===== config.mk =====
export PLATFORM = sky130hd
export DESIGN_NAME = pollard_rho_discrete_log
export DESIGN_NICKNAME = d
export VERILOG_FILES = /design/src/hdl/prdl_pkg.sv /design/src/hdl/prdl_ctrl.sv /design/src/hdl/prdl_dp.sv /design/src/hdl/pollard_rho_discrete_log.sv
export SDC_FILE = /design/constraint.sdc
export NUM_CORES = 2
export LEC_CHECK = 0
export BUFFER_PORTS_ARGS = -buffer_cell sky130_fd_sc_hd__buf_2
export CORE_UTILIZATION = 52
export CTS_CLUSTER_DIAMETER = 150
export DETAILED_ROUTE_END_ITERATION = 6
export GPL_ROUTABILITY_DRIVEN = 1
export PLACE_DENSITY = 0.68
export SETUP_SLACK_MARGIN = 0.4
export SYNTH_ARGS = -nofsm -noshare
export SYNTH_HDL_FRONTEND = slang
export SYNTH_SLANG_ARGS = --single-unit

===== constraint.sdc =====
create_clock -name clk -period 16 [get_ports clk]
set_input_delay 4.8 -clock clk [delete_from_list [all_inputs] [get_ports clk]]
set_output_delay 4.8 -clock clk [all_outputs]
set_load 0.05 [all_outputs]

===== src/hdl/prdl_pkg.sv =====
// Shared types, constants and a helper function for the Pollard rho discrete log block.
// No dependencies; every other file refers to this package by scoped names.
`timescale 1ns / 1ps

package prdl_pkg;

    localparam int WORD_BITS = 16;
    localparam int PROD_BITS = 2 * WORD_BITS;
    localparam int CNT_BITS  = $clog2(PROD_BITS + 1);
    localparam int COEF_BITS = WORD_BITS + 2;

    typedef struct packed {
        logic [WORD_BITS-1:0] modulus;
        logic [WORD_BITS-1:0] group_order;
        logic [WORD_BITS-1:0] generator;
        logic [WORD_BITS-1:0] target;
    } in_item_t;

    typedef struct packed {
        logic [15:0] logarithm;
        logic        found;
    } out_item_t;

    typedef enum logic [3:0] {
        ST_IDLE,
        ST_CHECK,
        ST_WALK_START,
        ST_WALK_WAIT,
        ST_COMPARE,
        ST_EUC_LOOP,
        ST_EUC_WAIT,
        ST_INV,
        ST_RES_WAIT,
        ST_PUBLISH
    } state_t;

    typedef enum logic [3:0] {
        OP_NONE,
        OP_LOAD,
        OP_MISS,
        OP_WALK_START,
        OP_WALK_FINISH,
        OP_ITER_INC,
        OP_EUC_INIT,
        OP_EUC_START,
        OP_EUC_UPDATE,
        OP_INV_START,
        OP_RESULT,
        OP_PUBLISH
    } op_t;

    typedef struct packed {
        op_t  op;
        logic fast;
    } cmd_t;

    typedef struct packed {
        logic div_busy;
        logic guard_zero;
        logic iter_done;
        logic collide;
        logic ra_zero;
        logic out_free;
    } status_t;

    // Residue modulo three by summing base-four digits, whose weights are each one modulo three.
    function automatic logic [1:0] mod3(input logic [WORD_BITS-1:0] v);
        logic [6:0] s1;
        logic [3:0] s2;
        logic [2:0] s3;
        logic [2:0] s4;
        s1 = '0;
        for (int k = 0; k < WORD_BITS / 2; k++) begin
            s1 = s1 + 7'(v[2*k +: 2]);
        end
        s2 = 4'(s1[1:0]) + 4'(s1[3:2]) + 4'(s1[5:4]) + 4'(s1[6]);
        s3 = 3'(s2[1:0]) + 3'(s2[3:2]);
        s4 = 3'(s3[1:0]) + 3'(s3[2]);
        if (s4 >= 3'd3) begin
            s4 = s4 - 3'd3;
        end
        return s4[1:0];
    endfunction

endpackage


===== src/hdl/prdl_ctrl.sv =====
// Controller state machine that sequences the walk, the collision check and Euclid.
// Depends on prdl_pkg; drives commands to prdl_dp and reads its status.
`timescale 1ns / 1ps

module prdl_ctrl
(
    input  logic              clk,
    input  logic              rst_n,
    input  logic              in_valid,
    output logic              in_ready,
    input  prdl_pkg::status_t status,
    output prdl_pkg::cmd_t    cmd
);

    prdl_pkg::state_t state_reg;
    prdl_pkg::state_t state_next;
    logic [1:0]       phase_reg;
    logic [1:0]       phase_next;

    always_ff @(posedge clk or negedge rst_n)
    begin
        if (!rst_n)
        begin
            state_reg <= prdl_pkg::ST_IDLE;
            phase_reg <= 2'd0;
        end
        else
        begin
            state_reg <= state_next;
            phase_reg <= phase_next;
        end
    end

    always_comb
    begin
        state_next = state_reg;
        phase_next = phase_reg;
        unique case (state_reg)
            prdl_pkg::ST_IDLE:
            begin
                if (in_valid)
                begin
                    state_next = prdl_pkg::ST_CHECK;
                end
            end
            prdl_pkg::ST_CHECK:
            begin
                phase_next = 2'd0;
                if (status.guard_zero || status.iter_done)
                begin
                    state_next = prdl_pkg::ST_PUBLISH;
                end
                else
                begin
                    state_next = prdl_pkg::ST_WALK_START;
                end
            end
            prdl_pkg::ST_WALK_START:
            begin
                state_next = prdl_pkg::ST_WALK_WAIT;
            end
            prdl_pkg::ST_WALK_WAIT:
            begin
                if (!status.div_busy)
                begin
                    if (phase_reg == 2'd2)
                    begin
                        state_next = prdl_pkg::ST_COMPARE;
                    end
                    else
                    begin
                        phase_next = phase_reg + 2'd1;
                        state_next = prdl_pkg::ST_WALK_START;
                    end
                end
            end
            prdl_pkg::ST_COMPARE:
            begin
                if (status.collide)
                begin
                    state_next = prdl_pkg::ST_EUC_LOOP;
                end
                else
                begin
                    state_next = prdl_pkg::ST_CHECK;
                end
            end
            prdl_pkg::ST_EUC_LOOP:
            begin
                if (status.ra_zero)
                begin
                    state_next = prdl_pkg::ST_INV;
                end
                else
                begin
                    state_next = prdl_pkg::ST_EUC_WAIT;
                end
            end
            prdl_pkg::ST_EUC_WAIT:
            begin
                if (!status.div_busy)
                begin
                    state_next = prdl_pkg::ST_EUC_LOOP;
                end
            end
            prdl_pkg::ST_INV:
            begin
                state_next = prdl_pkg::ST_RES_WAIT;
            end
            prdl_pkg::ST_RES_WAIT:
            begin
                if (!status.div_busy)
                begin
                    state_next = prdl_pkg::ST_PUBLISH;
                end
            end
            prdl_pkg::ST_PUBLISH:
            begin
                if (status.out_free)
                begin
                    state_next = prdl_pkg::ST_IDLE;
                end
            end
            default:
            begin
                state_next = prdl_pkg::ST_IDLE;
            end
        endcase
    end

    always_comb
    begin
        cmd.op   = prdl_pkg::OP_NONE;
        cmd.fast = (phase_reg != 2'd0);
        in_ready = 1'b0;
        unique case (state_reg)
            prdl_pkg::ST_IDLE:
            begin
                in_ready = 1'b1;
                if (in_valid)
                begin
                    cmd.op = prdl_pkg::OP_LOAD;
                end
            end
            prdl_pkg::ST_CHECK:
            begin
                if (status.guard_zero || status.iter_done)
                begin
                    cmd.op = prdl_pkg::OP_MISS;
                end
            end
            prdl_pkg::ST_WALK_START:
            begin
                cmd.op = prdl_pkg::OP_WALK_START;
            end
            prdl_pkg::ST_WALK_WAIT:
            begin
                if (!status.div_busy)
                begin
                    cmd.op = prdl_pkg::OP_WALK_FINISH;
                end
            end
            prdl_pkg::ST_COMPARE:
            begin
                if (status.collide)
                begin
                    cmd.op = prdl_pkg::OP_EUC_INIT;
                end
                else
                begin
                    cmd.op = prdl_pkg::OP_ITER_INC;
                end
            end
            prdl_pkg::ST_EUC_LOOP:
            begin
                if (!status.ra_zero)
                begin
                    cmd.op = prdl_pkg::OP_EUC_START;
                end
            end
            prdl_pkg::ST_EUC_WAIT:
            begin
                if (!status.div_busy)
                begin
                    cmd.op = prdl_pkg::OP_EUC_UPDATE;
                end
            end
            prdl_pkg::ST_INV:
            begin
                cmd.op = prdl_pkg::OP_INV_START;
            end
            prdl_pkg::ST_RES_WAIT:
            begin
                if (!status.div_busy)
                begin
                    cmd.op = prdl_pkg::OP_RESULT;
                end
            end
            prdl_pkg::ST_PUBLISH:
            begin
                if (status.out_free)
                begin
                    cmd.op = prdl_pkg::OP_PUBLISH;
                end
            end
            default:
            begin
                cmd.op = prdl_pkg::OP_NONE;
            end
        endcase
    end

endmodule


===== src/hdl/prdl_dp.sv =====
// Datapath with walk registers, a shared bit-serial divider, Euclid registers and output stage.
// Depends on prdl_pkg; controlled by prdl_ctrl through command and status structs.
`timescale 1ns / 1ps

module prdl_dp
(
    input  logic                clk,
    input  logic                rst_n,
    input  prdl_pkg::in_item_t  in_data,
    input  prdl_pkg::cmd_t      cmd,
    output prdl_pkg::status_t   status,
    input  logic                out_ready,
    output logic                out_valid,
    output prdl_pkg::out_item_t out_data
);

    localparam int W = prdl_pkg::WORD_BITS;
    localparam int P = prdl_pkg::PROD_BITS;
    localparam int C = prdl_pkg::COEF_BITS;

    logic [W-1:0] p_reg, n_reg, g_reg, t_reg;
    logic [W-1:0] xs_reg, as_reg, bs_reg, xf_reg, af_reg, bf_reg;
    logic [W-1:0] iter_reg;
    logic [W-1:0] ra_reg, rb_reg, da_reg;
    logic signed [C-1:0] ta_reg, tb_reg;
    logic [15:0]  log_reg;
    logic         found_reg;
    logic         out_valid_reg;
    prdl_pkg::out_item_t out_data_reg;

    logic [P-1:0] dvd_reg;
    logic [W-1:0] dvs_reg;
    logic [W-1:0] rem_reg;
    logic [prdl_pkg::CNT_BITS-1:0] cnt_reg;
    logic         busy_reg;

    logic [W-1:0] x_cur, a_cur, b_cur, a_new, b_new, mul_op;
    logic [1:0]   res3;
    logic [W:0]   a_inc, b_inc, a_dbl, b_dbl;
    logic [W:0]   da_sum, db_sum;
    logic [W-1:0] da_val, db_val;
    logic [W:0]   rem_sh;
    logic         rem_ge;
    logic signed [C+W:0] q_prod;
    logic signed [C-1:0] inv_s;
    logic [W-1:0] inv_val;
    logic         div_start;
    logic [P-1:0] div_dvd;
    logic [W-1:0] div_dvs;

    assign x_cur = cmd.fast ? xf_reg : xs_reg;
    assign a_cur = cmd.fast ? af_reg : as_reg;
    assign b_cur = cmd.fast ? bf_reg : bs_reg;
    assign res3  = prdl_pkg::mod3(x_cur);

    assign a_inc = {1'b0, a_cur} + {{W{1'b0}}, 1'b1};
    assign b_inc = {1'b0, b_cur} + {{W{1'b0}}, 1'b1};
    assign a_dbl = {a_cur, 1'b0};
    assign b_dbl = {b_cur, 1'b0};

    always_comb
    begin
        a_new  = a_cur;
        b_new  = b_cur;
        mul_op = g_reg;
        case (res3)
            2'd1:
            begin
                b_new  = (b_inc >= {1'b0, n_reg}) ? W'(b_inc - {1'b0, n_reg}) : b_inc[W-1:0];
                mul_op = t_reg;
            end
            2'd0:
            begin
                a_new  = (a_dbl >= {1'b0, n_reg}) ? W'(a_dbl - {1'b0, n_reg}) : a_dbl[W-1:0];
                b_new  = (b_dbl >= {1'b0, n_reg}) ? W'(b_dbl - {1'b0, n_reg}) : b_dbl[W-1:0];
                mul_op = x_cur;
            end
            default:
            begin
                a_new  = (a_inc >= {1'b0, n_reg}) ? W'(a_inc - {1'b0, n_reg}) : a_inc[W-1:0];
                mul_op = g_reg;
            end
        endcase
    end

    assign da_sum = {1'b0, af_reg} + {1'b0, n_reg} - {1'b0, as_reg};
    assign db_sum = {1'b0, bs_reg} + {1'b0, n_reg} - {1'b0, bf_reg};
    assign da_val = (da_sum >= {1'b0, n_reg}) ? W'(da_sum - {1'b0, n_reg}) : da_sum[W-1:0];
    assign db_val = (db_sum >= {1'b0, n_reg}) ? W'(db_sum - {1'b0, n_reg}) : db_sum[W-1:0];

    assign q_prod  = $signed({1'b0, dvd_reg[W-1:0]}) * ta_reg;
    assign inv_s   = (tb_reg < 0) ? (tb_reg + $signed({2'b00, n_reg})) : tb_reg;
    assign inv_val = inv_s[W-1:0];

    always_comb
    begin
        div_start = 1'b0;
        div_dvd   = '0;
        div_dvs   = p_reg;
        case (cmd.op)
            prdl_pkg::OP_WALK_START:
            begin
                div_start = 1'b1;
                div_dvd   = mul_op * x_cur;
                div_dvs   = p_reg;
            end
            prdl_pkg::OP_EUC_START:
            begin
                div_start = 1'b1;
                div_dvd   = P'(rb_reg);
                div_dvs   = ra_reg;
            end
            prdl_pkg::OP_INV_START:
            begin
                div_start = 1'b1;
                div_dvd   = da_reg * inv_val;
                div_dvs   = n_reg;
            end
            default:
            begin
                div_start = 1'b0;
            end
        endcase
    end

    assign rem_sh = {rem_reg, dvd_reg[P-1]};
    assign rem_ge = (rem_sh >= {1'b0, dvs_reg});

    always_ff @(posedge clk or negedge rst_n)
    begin
        if (!rst_n)
        begin
            busy_reg <= 1'b0;
            cnt_reg  <= '0;
        end
        else if (div_start)
        begin
            busy_reg <= 1'b1;
            cnt_reg  <= prdl_pkg::CNT_BITS'(P);
        end
        else if (busy_reg)
        begin
            cnt_reg <= cnt_reg - 1'b1;
            if (cnt_reg == prdl_pkg::CNT_BITS'(1))
            begin
                busy_reg <= 1'b0;
            end
        end
    end

    always_ff @(posedge clk)
    begin
        if (div_start)
        begin
            dvd_reg <= div_dvd;
            dvs_reg <= div_dvs;
            rem_reg <= '0;
        end
        else if (busy_reg)
        begin
            rem_reg <= rem_ge ? W'(rem_sh - {1'b0, dvs_reg}) : rem_sh[W-1:0];
            dvd_reg <= {dvd_reg[P-2:0], rem_ge};
        end
    end

    always_ff @(posedge clk)
    begin
        case (cmd.op)
            prdl_pkg::OP_LOAD:
            begin
                p_reg    <= in_data.modulus;
                n_reg    <= in_data.group_order;
                g_reg    <= in_data.generator;
                t_reg    <= in_data.target;
                xs_reg   <= W'(1);
                xf_reg   <= W'(1);
                as_reg   <= '0;
                bs_reg   <= '0;
                af_reg   <= '0;
                bf_reg   <= '0;
                iter_reg <= '0;
            end
            prdl_pkg::OP_MISS:
            begin
                log_reg   <= '0;
                found_reg <= 1'b0;
            end
            prdl_pkg::OP_WALK_START:
            begin
                if (cmd.fast)
                begin
                    af_reg <= a_new;
                    bf_reg <= b_new;
                end
                else
                begin
                    as_reg <= a_new;
                    bs_reg <= b_new;
                end
            end
            prdl_pkg::OP_WALK_FINISH:
            begin
                if (cmd.fast)
                begin
                    xf_reg <= rem_reg;
                end
                else
                begin
                    xs_reg <= rem_reg;
                end
            end
            prdl_pkg::OP_ITER_INC:
            begin
                iter_reg <= iter_reg + 1'b1;
            end
            prdl_pkg::OP_EUC_INIT:
            begin
                ra_reg <= n_reg;
                rb_reg <= db_val;
                ta_reg <= '0;
                tb_reg <= C'(1);
                da_reg <= da_val;
            end
            prdl_pkg::OP_EUC_UPDATE:
            begin
                rb_reg <= ra_reg;
                ra_reg <= rem_reg;
                ta_reg <= C'(tb_reg - q_prod);
                tb_reg <= ta_reg;
            end
            prdl_pkg::OP_RESULT:
            begin
                log_reg   <= 16'(rem_reg);
                found_reg <= 1'b1;
            end
            default:
            begin
                iter_reg <= iter_reg;
            end
        endcase
    end

    always_ff @(posedge clk or negedge rst_n)
    begin
        if (!rst_n)
        begin
            out_valid_reg <= 1'b0;
        end
        else if (cmd.op == prdl_pkg::OP_PUBLISH)
        begin
            out_valid_reg <= 1'b1;
        end
        else if (out_ready)
        begin
            out_valid_reg <= 1'b0;
        end
    end

    always_ff @(posedge clk)
    begin
        if (cmd.op == prdl_pkg::OP_PUBLISH)
        begin
            out_data_reg.logarithm <= log_reg;
            out_data_reg.found     <= found_reg;
        end
    end

    assign status.div_busy   = busy_reg;
    assign status.guard_zero = (p_reg == '0) || (n_reg == '0);
    assign status.iter_done  = (iter_reg == p_reg);
    assign status.collide    = (xs_reg == xf_reg) && (bs_reg != bf_reg);
    assign status.ra_zero    = (ra_reg == '0);
    assign status.out_free   = !out_valid_reg || out_ready;

    assign out_valid = out_valid_reg;
    assign out_data  = out_data_reg;

endmodule


===== src/hdl/pollard_rho_discrete_log.sv =====
// A problem is accepted in the idle cycle. Each walk iteration then runs a check state, three
// walk steps (start, the bit-serial divider run, finish) and a compare state. At most modulus
// iterations run. After a collision each Euclid step runs the divider, followed by a last loop
// check and the final product reduction; then the output register is loaded.
// A new problem is taken in the cycle after the result is loaded; rst_n (asynchronous, active
// low) returns the controller to idle and empties the output.
`timescale 1ns / 1ps

module pollard_rho_discrete_log
(
    input  logic                clk,
    input  logic                rst_n,
    input  logic                in_valid,
    output logic                in_ready,
    input  prdl_pkg::in_item_t  in_data,
    output logic                out_valid,
    input  logic                out_ready,
    output prdl_pkg::out_item_t out_data
);

    prdl_pkg::cmd_t    cmd;
    prdl_pkg::status_t status;

    prdl_ctrl u_ctrl
    (
        .clk      (clk),
        .rst_n    (rst_n),
        .in_valid (in_valid),
        .in_ready (in_ready),
        .status   (status),
        .cmd      (cmd)
    );

    prdl_dp u_dp
    (
        .clk       (clk),
        .rst_n     (rst_n),
        .in_data   (in_data),
        .cmd       (cmd),
        .status    (status),
        .out_ready (out_ready),
        .out_valid (out_valid),
        .out_data  (out_data)
    );

    // A transaction on the input is followed by a busy block.
    assert property (@(posedge clk) disable iff (!rst_n)
        (in_valid && in_ready) |=> !in_ready)
        else $error("input accepted twice in a row");

    // The divider is never restarted while it is still working.
    assert property (@(posedge clk) disable iff (!rst_n)
        (cmd.op == prdl_pkg::OP_WALK_START || cmd.op == prdl_pkg::OP_EUC_START ||
         cmd.op == prdl_pkg::OP_INV_START) |-> !status.div_busy)
        else $error("divider started while busy");

    // A result without a collision always carries a zero logarithm.
    assert property (@(posedge clk) disable iff (!rst_n)
        (out_valid && !out_data.found) |-> (out_data.logarithm == 16'd0))
        else $error("nonzero logarithm without collision");

endmodule


After elaboration in Yosys (flattened, before gate mapping). Index checks and enable logic that the tools add are counted.

Register bits after elaboration: 372. Bits of input ports: 68. Logic and storage cells: 202.

Multiplexer cells: 69. Add/subtract/negate cells: 31. Multipliers: 3. Order comparisons: 9. Equal/unequal tests: 36. Reduce and logical (&&, ||, !) cells: 26.

Operator list (count): 16-bit one-hot mux with 2 select lines (14); 16-bit two-way mux (17); 17-bit by 16-bit greater-or-equal comparator with 1-bit output (7); 16-bit subtractor (7); 32-bit one-hot mux with 3 select lines (1); 4-bit one-hot mux with 10 select lines (2); 18-bit one-hot mux with 2 select lines (2); 16-bit by 16-bit multiplier with 32-bit output (2); 32-bit two-way mux (2); 16-bit zero test (3); 7-bit by 2-bit adder with 7-bit output (6); 4-bit two-way mux (9); 16-bit by 1-bit adder with 17-bit output, second input constant (2); 16-bit by 16-bit adder with 17-bit output (2); 17-bit by 16-bit subtractor with 17-bit output (2); 16-bit == test (2); 4-bit by 3-bit == test with 1-bit output, second input constant (8); 4-bit == test, second input constant (6); 18-bit by 1-bit less-than comparator with 1-bit output, second input constant (1); 17-bit by 18-bit multiplier with 18-bit output (1); 2-bit nonzero test (9); 18-bit subtractor (1); 16-bit by 1-bit adder with 16-bit output, second input constant (1); 16-bit adder (1); 31 further kinds (66).

Longest topological paths before layout.
Depth after elaboration: 21. Depth in mapped cells: 59. Gate-level depth less buffers: 52.

Hierarchy. From an unflattened synthesis, not the netlist that was laid out.

Cell total of the unflattened synthesis: 5148. Area total of the unflattened synthesis: 48167.4 µm².

By module, submodules not included: prdl_dp (times used 1, area an instance 47526.8 µm², cells an instance 5063); prdl_ctrl (times used 1, area an instance 640.6 µm², cells an instance 85).

Worst setup path after synthesis. OpenSTA, ideal clock, no wires.

Path type: reg2reg. Start point: register u_ctrl.phase_reg[0]. End point: register u_dp.dvd_reg[31], data pin. Path buffers: 7. Clock period less this slack: 14524 ps. Stages on the path, launching flop included: 57. Required time: 15726 ps. Arrival: 14250 ps. Slack: 1476 ps. Cells stage by stage: dfrtp_1 > inv_1 > ha_1 > buf_6 > buf_6 > buf_2 > buf_2 > mux2i_1 > inv_1 > clkbuf_1 > ha_1 > inv_1 > fa_1 > fa_1 > fa_1 > inv_1 > fa_1 > ha_1 > (+21 left out) > fa_1 > inv_1 > fa_1 > fa_1 > inv_1 > fa_1 > inv_1 > ha_1 > a21o_1 > a211oi_1 > a2bb2oi_1 > nand2_1 > a311oi_2 > a21oi_1 > a211o_1 > a21oi_1 > xnor2_1 > o221ai_1.

Word-level cells in the longest chain between the ends: 21. Elaborated cells between the ends (all ways): 23. Those cells by class: add/sub (13); mul (1); order compare (1); eq/ne (1); mux (5); reduce/logical (2).

Ends and longest elaborated chain: from (decl) (RTL line prdl_ctrl.sv:17) `logic [1:0] phase_reg;`; from (signal assigned) (RTL line prdl_ctrl.sv:30) `phase_reg <= phase_next;`; 2-bit nonzero test * (RTL line prdl_ctrl.sv:134) `cmd.fast = (phase_reg != 2'd0);`; 16-bit two-way mux * (RTL line prdl_dp.sv:51) `assign x_cur = cmd.fast ? xf_reg : xs_reg;`; 2-bit by 2-bit adder with 3-bit output (RTL line prdl_pkg.sv:74) `s1 = s1 + 7'(v[2*k +: 2]);`; 7-bit by 2-bit adder with 7-bit output (6 in a row) (RTL line prdl_pkg.sv:74); 2-bit by 2-bit adder with 3-bit output (RTL line prdl_pkg.sv:76) `s2 = 4'(s1[1:0]) + 4'(s1[3:2]) + 4'(s1[5:4]) + 4'(s1[6]);`; 4-bit by 2-bit adder with 4-bit output (RTL line prdl_pkg.sv:76); 4-bit by 1-bit adder with 4-bit output (RTL line prdl_pkg.sv:76); 2-bit by 2-bit adder with 3-bit output (RTL line prdl_pkg.sv:77) `s3 = 3'(s2[1:0]) + 3'(s2[3:2]);`; 2-bit by 1-bit adder with 3-bit output (RTL line prdl_pkg.sv:78) `s4 = 3'(s3[1:0]) + 3'(s3[2]);`; 3-bit by 2-bit greater-or-equal comparator with 1-bit output / 2-bit subtractor (equally long branches) (RTL line prdl_pkg.sv:79, prdl_pkg.sv:80); 2-bit two-way mux (RTL line prdl_pkg.sv:79) `if (s4 >= 3'd3) begin`; 2-bit by 1-bit == test with 1-bit output / 2-bit zero test (equally long branches) (RTL line prdl_dp.sv:66) `case (res3)`; 16-bit one-hot mux with 2 select lines (RTL line prdl_dp.sv:66); 16-bit by 16-bit multiplier with 32-bit output * (RTL line prdl_dp.sv:104) `div_dvd = mul_op * x_cur;`; 32-bit one-hot mux with 3 select lines * (RTL line prdl_dp.sv:100) `case (cmd.op)`; 32-bit two-way mux * (RTL line prdl_dp.sv:153) `if (div_start)`; to (signal assigned) (RTL line prdl_dp.sv:155) `dvd_reg <= div_dvd;`; to (signal assigned) (RTL line prdl_dp.sv:162) `dvd_reg <= {dvd_reg[P-2:0], rem_ge};`; to (decl) (RTL line prdl_dp.sv:31) `logic [P-1:0] dvd_reg;`.

Every way passes the cells marked *; elsewhere a longest branch is shown, timed or not. A chain may end at the register's enable or synchronous reset.

Worst setup path after layout. Same ends and word-level chain as after synthesis.

==> summary.txt <==
GRT
  • First-pass GRT wire length: 208 mm
  • Grt ovf: 0
  • Largest net degree at the start of global routing: 65
  • Number of global-route vias before repair: 36,700
  • Total GRT Usage: 28.4%
  • Initial antenna violation count: 2

Clock tree
  • Clock tree sinks: 372
  • Clock Latency Late Sink: 0.60 ns
  • Num CTS Buffers: 42
  • # hold bufs at CTS: 0
  • Reg clk slew, reported paths: 0.06 ns
  • Clock Root Buffer: clkbuf_16
  • CTS H-Tree Depth: 2
  • CTS tree: yes
  • CTS max path bufs: 3

Critical path
  • CP Capture Type: flop
  • R2r worst-path depth: 50
  • Critical-path top delay cell: fa_1
  • Startpoint Class: flop
  • CP Class: flop to flop
  • Worst-path maximum fanout: 16
  • CP Data Arrival Time: 14.96 ns
  • Req. time, crit path: 16.29 ns
  • Critical Path Max Stage Delay: 0.56 ns
  • R2R Setup Slk: 1.33 ns
  • Most common cell on crit path: fa_1

Route
  • Drt first pass iters: 6
  • Total number of vias: 36,700
  • Residual DRC: 0
  • Final WL: 132 mm
  • Avg Vias per Cell: 5.71
  • Antenna-violating nets left: 0
  • DRT iter0 DRCs: 3,248
  • WL/cell: 20.5 um

STA
  • Min Tclk post-route: 14.67 ns
  • Final Setup Violations: 0
  • Final Hold Fails: 0
  • Final Skew: 0.0351 ns
  • Worst-margin pin slew: 1.17 ns
  • Setup TNS: 0 ns
  • Fmax: 0.0681 GHz
  • Final worst-path cycle share: 91.7%
  • Pins over their slew limit: 0
  • RSZ-0062 raised after global routing: no
  • Worst slew margin: 22.2%

Status
  • Status: finished, final reports clean

Finish
  • Layout net count: 6,260
  • FILL cells: 8,111
  • Antenna cell count: 0
  • Commonest cells after routing, fill and taps aside: 806 x inv_1, 573 x nand2_1, 566 x fa_1
  • P&R area growth vs syn: 6.93%
  • Area of the multi-input gates: 33,800 um2
  • FF/Latch Area: 10,900 um2
  • Commonest non-fill, non-tap cell in the layout: inv_1
  • Layout cell share with drive strength beyond 1: 6.49%
  • Max FFs per register: 32

Synth
  • Synth async-reset ratio: 3.76%
  • Synth area leader: fa_1
  • Syn Inst Count: 5,127
  • Per-instance average area after synthesis: 9.42 um2
  • Sequential element share of the synthesized area: 22.7%
  • Xor/xnor share of the synthesized area: 5.50%
  • Yosys cell types: 98
  • Syn. warnings: 0
  • Number of synthesized flops with an enable pin: 342
  • Compound-cell area share of the yosys netlist: 10.9%
  • Area contributors post-synth: fa_1 24%, edfxtp_1 21%, ha_1 12%
  • Main combinational cell family by area after synthesis: adder cells
  • Synthesized net count: 6,229
  • Yosys reg bits: 372
  • Ys flop type: edfxtp_1
  • Mux cell area share after synthesis: 2.42%
  • Synth top area share: 23.5%
  • Mapped Area: 48,300 um2
  • Post-synthesis simple-gate area fraction: 15.1%
  • Synth Area in Adders: 35.6%

Floorplan
  • Rows: 111
  • Die Footprint: 94,100 um2
  • Core area: 91,800 um2
  • Num ports: 87
  • Die H: 307 um
  • Initial Util: 52.6%
  • Die width: 307 um

Place
  • Buffers added on ports: 86
  • Final HPWL DP: 103 mm
  • Gpl congestion: 0.973

Worst hold path
  • Min-Delay Path Depth: 0
  • Worst min-delay path class: flop to flop

Flow run
  • Max-cap violations: 0
## Yosys cell counts (all sizes together), types with 71 or more instances
cell,number
a21o,80
nor2,337
fa,567
inv,809
xnor2,209
a21oi,190
edfxtp,342
nand2,575
o21ai,186
mux2i,71
and2,243
xor2,94
clkbuf,140
ha,467
## cell families (layout without fill, tap and decap cells)
family	count (synthesis)	count (layout)
AOI/OAI and AO/OA	785	785
buffers and inverters	979	1041
and+or+nand+nor	1543	1543
xor gates and xnor gates	303	304
muxes	111	112
adders and majority gates	1034	1034
DFF	372	372
## worst max-delay path: cells and delay by family (launching register included)
family	cells	cell delay, ns
AO/OA/AOI/OAI	8	1.65
flip-flops	1	0.39
adder cells (fa/ha/maj)	22	9.17
XOR/XNOR	2	0.27
multiplexers	2	0.88
buffers and inverters	12	0.91
AND/OR/NAND/NOR	4	1.03
## per-layer routing
layer  track usage [%]  up-vias  wire length [um]
met5                 0        -                12
met4              9.42        2              4570
li1                  -    17000                 -
met1              39.4    18000             56200
met2              45.6     1422             60200
met3              4.41      271             10800
## timing repair
item / 4_1_cts / 5_1_grt
buffers inserted: 0 / 4
resized for setup: 0 / 14
setup endpoints to repair: 0 / 14
## cell type report
class                      instances  area share [%]
clock buffer                      53            2.21
clock inverter                    24           0.460
inverter                         812            5.91
multi-input combinational       3778            65.4
sequential                       372            21.2
tap                             1243            3.01
timing repair buffer             152            1.84
## path summary, 6_finish.rpt
kind,from,end
worst max-delay path,u_ctrl.phase_reg[0],u_dp.dvd_reg[31]
worst min-delay path,u_dp.log_reg[13],u_dp.out_data[14]
worst max register to register,u_ctrl.phase_reg[0],u_dp.dvd_reg[31]
worst min register to register,u_dp.log_reg[13],u_dp.out_data[14]
max in group asynchronous,rst_n,u_ctrl.phase_reg[1]
min in group asynchronous,rst_n,u_dp.cnt_reg[4]
## per-stage QoR
step                std cells  utilization (%)  cell area, um2  hold WS (ns)  worst slack [ns]
CTS                      6428             56.1           51500         0.419             0.658
detailed placement       6351             54.6           50100         0.406             0.736
global route             6434             56.2           51600         0.425             0.528
global placement         6351             54.6           50100         0.401              1.00
floorplan                5127                -           48300         0.400              1.48
finish                   6434             56.2           51600         0.419              1.33
Power is not shown: default switching activity piles up to over one toggle a cycle in this logic, so the estimate is an artifact.
